$ cat src/sv/sitda_pkg.sv
// ----------------------------------------------------------------------------
// sitda_pkg
// Shared constants for the signed integer to decimal ASCII converter.
// ----------------------------------------------------------------------------
package sitda_pkg;

   localparam int VALUE_WIDTH = 32;
   localparam int CHAR_WIDTH  = 8;
   localparam int DIGIT_WIDTH = 4;
   localparam int DIGIT_COUNT = 10;
   localparam int BCD_WIDTH   = DIGIT_COUNT * DIGIT_WIDTH;
   localparam int BIT_CNT_W   = $clog2(VALUE_WIDTH);
   localparam int DIG_CNT_W   = $clog2(DIGIT_COUNT + 1);

   localparam logic [CHAR_WIDTH-1:0] ASCII_ZERO  = 8'd48;
   localparam logic [CHAR_WIDTH-1:0] ASCII_MINUS = 8'd45;

   localparam logic [DIGIT_WIDTH-1:0] DABBLE_LIMIT = 4'd5;
   localparam logic [DIGIT_WIDTH-1:0] DABBLE_ADD   = 4'd3;

   typedef logic [VALUE_WIDTH-1:0] value_type;
   typedef logic [BCD_WIDTH-1:0]   bcd_type;

endpackage

$ cat src/sv/signed_int_to_decimal_ascii.sv
// ----------------------------------------------------------------------------
// signed_int_to_decimal_ascii
// Converts a signed 32-bit integer to decimal ASCII, one character per strobe.
// The sign character (if any) is strobed as the conversion ends, digits follow.
// Each request runs the shift-add-3 steps of the bit-serial binary-to-BCD
// unit, then walks the BCD digits, then returns to idle; start is ignored while busy.
// Leading zero digits are walked but strobe nothing.
// Synchronous active-high reset returns the controller to idle.
// The receiver cannot stall; each character is valid for one cycle.
// ----------------------------------------------------------------------------
module signed_int_to_decimal_ascii (
   input  logic                             clock,
   input  logic                             reset,
   input  logic                             start,
   output logic                             busy,
   input  logic signed [sitda_pkg::VALUE_WIDTH-1:0] req_value,
   output logic                             rsp_valid,
   output logic        [sitda_pkg::CHAR_WIDTH-1:0]  rsp_char_code,
   output logic                             rsp_last_char
);
   import sitda_pkg::*;

   typedef enum logic [1:0] {
      ST_IDLE,
      ST_CONVERT,
      ST_EMIT
   } state_type;

   state_type              state_ff, state_in;
   value_type              mag_ff, mag_in;
   bcd_type                bcd_ff, bcd_in;
   bcd_type                bcd_adj;
   logic [BIT_CNT_W-1:0]   bit_cnt_ff, bit_cnt_in;
   logic [DIG_CNT_W-1:0]   dig_cnt_ff, dig_cnt_in;
   logic                   neg_ff, neg_in;
   logic                   started_ff, started_in;
   logic                   valid_ff, valid_in;
   logic [CHAR_WIDTH-1:0]  char_ff, char_in;
   logic                   last_ff, last_in;
   logic [DIGIT_WIDTH-1:0] top_digit;
   logic                   final_digit;
   logic                   show_digit;

   // add-3 correction, digits are independent lanes
   always_comb begin
      for (int i = 0; i < DIGIT_COUNT; i++) begin
         if (bcd_ff[i*DIGIT_WIDTH +: DIGIT_WIDTH] >= DABBLE_LIMIT) begin
            bcd_adj[i*DIGIT_WIDTH +: DIGIT_WIDTH] =
               bcd_ff[i*DIGIT_WIDTH +: DIGIT_WIDTH] + DABBLE_ADD;
         end else begin
            bcd_adj[i*DIGIT_WIDTH +: DIGIT_WIDTH] =
               bcd_ff[i*DIGIT_WIDTH +: DIGIT_WIDTH];
         end
      end
   end

   assign top_digit   = bcd_ff[BCD_WIDTH-1 -: DIGIT_WIDTH];
   assign final_digit = (dig_cnt_ff == DIG_CNT_W'(1));
   assign show_digit  = started_ff || (top_digit != '0) || final_digit;

   always_comb begin
      state_in   = state_ff;
      mag_in     = mag_ff;
      bcd_in     = bcd_ff;
      bit_cnt_in = bit_cnt_ff;
      dig_cnt_in = dig_cnt_ff;
      neg_in     = neg_ff;
      started_in = started_ff;
      valid_in   = 1'b0;
      char_in    = char_ff;
      last_in    = last_ff;
      unique case (state_ff)
         ST_IDLE: begin
            if (start) begin
               neg_in     = req_value[VALUE_WIDTH-1];
               mag_in     = req_value[VALUE_WIDTH-1] ? (value_type'(0) - value_type'(req_value))
                                                     : value_type'(req_value);
               bcd_in     = '0;
               bit_cnt_in = BIT_CNT_W'(VALUE_WIDTH - 1);
               state_in   = ST_CONVERT;
            end
         end
         ST_CONVERT: begin
            bcd_in     = {bcd_adj[BCD_WIDTH-2:0], mag_ff[VALUE_WIDTH-1]};
            mag_in     = {mag_ff[VALUE_WIDTH-2:0], 1'b0};
            bit_cnt_in = bit_cnt_ff - BIT_CNT_W'(1);
            if (bit_cnt_ff == '0) begin
               dig_cnt_in = DIG_CNT_W'(DIGIT_COUNT);
               started_in = 1'b0;
               state_in   = ST_EMIT;
               if (neg_ff) begin
                  valid_in = 1'b1;
                  char_in  = ASCII_MINUS;
                  last_in  = 1'b0;
               end
            end
         end
         ST_EMIT: begin
            if (show_digit) begin
               valid_in   = 1'b1;
               char_in    = ASCII_ZERO + CHAR_WIDTH'(top_digit);
               last_in    = final_digit;
               started_in = 1'b1;
            end
            bcd_in     = {bcd_ff[BCD_WIDTH-DIGIT_WIDTH-1:0], {DIGIT_WIDTH{1'b0}}};
            dig_cnt_in = dig_cnt_ff - DIG_CNT_W'(1);
            if (final_digit) begin
               state_in = ST_IDLE;
            end
         end
         default: begin
            state_in = ST_IDLE;
         end
      endcase
   end

   always_ff @(posedge clock) begin
      if (reset) begin
         state_ff   <= ST_IDLE;
         valid_ff   <= 1'b0;
         started_ff <= 1'b0;
         bit_cnt_ff <= '0;
         dig_cnt_ff <= '0;
      end else begin
         state_ff   <= state_in;
         valid_ff   <= valid_in;
         started_ff <= started_in;
         bit_cnt_ff <= bit_cnt_in;
         dig_cnt_ff <= dig_cnt_in;
      end
      mag_ff  <= mag_in;
      bcd_ff  <= bcd_in;
      neg_ff  <= neg_in;
      char_ff <= char_in;
      last_ff <= last_in;
   end

   assign busy          = (state_ff != ST_IDLE);
   assign rsp_valid     = valid_ff;
   assign rsp_char_code = char_ff;
   assign rsp_last_char = last_ff;

endmodule
$ cat config.mk
export PLATFORM = sky130hd
export DESIGN_NAME = signed_int_to_decimal_ascii
export DESIGN_NICKNAME = d
export VERILOG_FILES = /design/src/sv/sitda_pkg.sv /design/src/sv/signed_int_to_decimal_ascii.sv
export SDC_FILE = /design/constraint.sdc
export NUM_CORES = 1
export LEC_CHECK = 0
export ABC_CLOCK_PERIOD_IN_PS = 8050
export BUFFER_PORTS_ARGS = -buffer_cell sky130_fd_sc_hd__buf_2
export CAP_MARGIN = 20
export CORE_ASPECT_RATIO = 0.7
export CORE_MARGIN = 5
export CORE_UTILIZATION = 41
export CTS_CLUSTER_DIAMETER = 100
export CTS_CLUSTER_SIZE = 25
export DETAILED_ROUTE_END_ITERATION = 12
export SYNTH_ARGS = -nofsm -noshare
export SYNTH_HDL_FRONTEND = slang
export SYNTH_SLANG_ARGS = --single-unit
$ cat constraint.sdc
create_clock -name clock -period 8.05 [get_ports clock]
set_input_delay 0.4025 -clock clock [delete_from_list [all_inputs] [get_ports clock]]
set_output_delay 0.4025 -clock clock [all_outputs]
set_load 0.1 [all_outputs]
==> run metrics <==
max cap viols 0; slew at the pin with the worst max-slew slack 880.4 ps; largest net degree at the start of global routing 68; final global-route overflow total 0; Netlist cell types 45; peak supply drop 0.1936 mV; routability congestion estimate 0.8359; Crit Path Class in -> reg; initial DRC count 275; reg2reg end rsp_char_code[4]$_SDFFCE_PP0P_; I/O Buffers 42; hold depth 2; Routed WL 11.14 mm; Required @ worst endpoint 8260 ps; CP startpoint kind input port; Syn Area/Cell 9.567 µm²; Worst R2R Setup Slack 5550 ps; Die Wd 148.3 µm; Internal 1318 µW; Die Ht 106.8 µm; final hold vios 0; CTS tree built; Final Slew Violations 0; DPL Wire Length 7.707 mm; nets@finish 674; Diodes inserted 0; drt pass-1 iters 4; Clock power frac 18.5%; Combinational Power Share 38.8%; status finished, final reports clean; detailed-route DRC error count 0; Post-Place Cell Area 5899 µm²; clk slew on worst S/H paths 80 ps; Net Sw Power 889.6 µW; H-tree Lvls 3; RSZ-0062 raised after global routing no; post-cts repair resize count 0; Slew HR 40.86%; first-pass GRT wire length 19.14 mm; Leak 0.002221 µW; core box area 13140 µm²; Worst Clk Skew 16.71 ps; antenna violations before repair 0; fin area 6182 µm²; Syn Inst Count 574; Rows 35; crit-path max FO 9; area of the die 15850 µm²; worst-skew pair later-pin latency 360 ps; initial cell density of the core 41.80%; Synth-to-Final Area Change 12.58%; Hold Crit Endpoint state_ff[1]$_SDFFE_PP0P_; number of flops mapped to enable cells by yosys 79; top_reg_cell synth edfxtp_1; YS warnings 0; CTS buffer count 9; CTS Hold Buffers Added 0; clock root cell clkbuf_16; proportion of layout cells with a drive suffix above 1 12.36%; Fmax 393.6 MHz; DR vias 4163; Worst Setup End Kind flop; Seq/Total Area, Yosys 47.94%; Hold Path Origin reset; hold crit path type in -> reg; #FFs+latches synth 92; Worst R2R Start bit_cnt_ff[0]$_SDFFE_PP0P_; share of power burned in registers 42.7%; vias in the first global route 3977; worst reg2reg path depth 5; GRT Total Usage 14.72%; setup_tns 0 ps; post-CTS setup buffers 0; IO Pins 46; arrival time at the worst endpoint 2750 ps; Setup violations, final 0; Wirelength per Cell 14.26 µm; fill cell count 1243; min Tclk post-route 2541 ps; Clock Path Buffers 2; Clock Sinks 92; final worst-path cycle share 31.56%; number of nets with antenna violations after routing 0; Post-Syn Area 5492 µm²; Switching Share 40.30%; via-per-instance ratio 5.330; asr flop ratio synth 0%; PD cells 357.1 nW/µm²
[registers in the layout, indices dropped and copies added (netlist names)]
signal	count
started_ff	1
rsp_char_code	5
mag_ff	32
rsp_valid	1
bit_cnt_ff	5
bcd_ff	40
state_ff	2
neg_ff	1
dig_cnt_ff	4
rsp_last_char	1
[power by group through the flow]
| stage | Sequential (µW) | Combinational (µW) | Clock (µW) |
|---|---|---|---|
| final | 943 | 856 | 408 |
| after floorplan | 979 | 607 | 0 |
| after CTS | 943 | 866 | 418 |
| after global routing | 970 | 977 | 440 |
| after detailed placement | 951 | 859 | 0 |
| after global placement | 946 | 809 | 0 |
[worst max-delay path by stage]
stage / startpoint / to / slack [ps] / cells past startpoint
finish: req_value[4] / mag_ff[29]$_DFFE_PP_ / 5510 / 6
global route: req_value[4] / mag_ff[29]$_DFFE_PP_ / 5270 / 6
CTS: req_value[4] / mag_ff[29]$_DFFE_PP_ / 5520 / 6
detailed placement: req_value[4] / mag_ff[29]$_DFFE_PP_ / 5150 / 6
global placement: req_value[6] / mag_ff[29]$_DFFE_PP_ / 5250 / 6
floorplan: state_ff[0]$_SDFFE_PP0P_ / bit_cnt_ff[4]$_SDFFE_PP0P_ / 4280 / 7
[layout make-up]
cell class | count | area (µm²) | area share, %
tap | 166 | 207.7 | 3.360
multi-input combinational | 426 | 2659 | 43.01
sequential | 92 | 2633 | 42.58
inverter | 34 | 127.6 | 2.064
clock buffer | 9 | 225.2 | 3.643
clock inverter | 7 | 57.56 | 0.9310
timing repair buffer | 47 | 272.8 | 4.412
[metrics by stage]
step	cells	utilization, %	total power (µW)	hold slack, ps	setup slack [ps]
floorplan	575	-	1586	454.8	4280
global placement	763	44.60	1755	479.6	5246
detailed placement	765	44.90	1810	482.1	5153
CTS	781	47.06	2227	379.0	5524
global route	781	47.06	2388	403.9	5267
finish	781	47.06	2208	387.9	5509
[Yosys cell counts, drive strengths merged (5+ instances only)]
library cell  instances  area (µm²)
nor3b                14       105.1
nand2b               16       100.1
xor2                 27       236.5
a21oi                39       195.2
edfxtp               79        2372
xnor2                15       131.4
o31ai                19       142.6
nand2                78       292.8
nor2                 35       131.4
nor3                  7       35.03
inv                  33       123.9
ha                   29       362.9
clkbuf               20       75.07
o41ai                 5       43.79
o21ai                77       385.4
nand3                 9       45.04
dfxtp                13       260.3
[worst max-delay path, stage by stage]
cell     delay (ps)
buf_2           120
nor3_1          710
nand3_1         510
or2_2           440
or4_1           460
nand3_1         100
[per-layer routing]
| metal | vias up | track usage [%] | part of all wire (%) |
|---|---|---|---|
| li1 | 2121 | - | - |
| met1 | 1974 | 20.82 | 51 |
| met2 | 54 | 22.86 | 44 |
| met3 | 14 | 3.380 | 3.7 |
| met4 | 0 | 3.889 | 1.1 |
| met5 | - | 0 | 0 |
[cell usage in the layout, fill, tap and decap left out, types with 4 or more instances in the layout]
cell	synthesis	layout
a211oi_1	4	4
xnor2_1	15	15
nand3_1	9	9
inv_1	33	33
nand2_1	78	78
o41ai_1	5	5
dfxtp_1	13	13
ha_1	29	28
buf_2	0	42
nor4_1	4	4
edfxtp_1	79	79
o31ai_1	19	19
nand2b_1	16	16
clkbuf_16	0	9
xor2_1	27	27
nor3b_1	14	14
nor2_1	35	34
o21ai_0	77	77
mux2_2	4	4
mux2i_1	4	4
nor3_1	7	7
a21oi_1	39	38
or3_1	4	4
[kinds of logic (layout without fill, tap and decap cells)]
logic type	after synthesis	count (layout)	synth area share, %
other cells	2	3	0.1368
simple gates	187	187	16.47
fa+ha+maj	29	29	6.607
flops	92	92	47.94
xor+xnor	42	42	6.699
compound gates	157	157	16.50
mux	8	8	1.549
buf+inv	57	97	4.101
No activity file was read; power rests on OpenSTA's default activity.
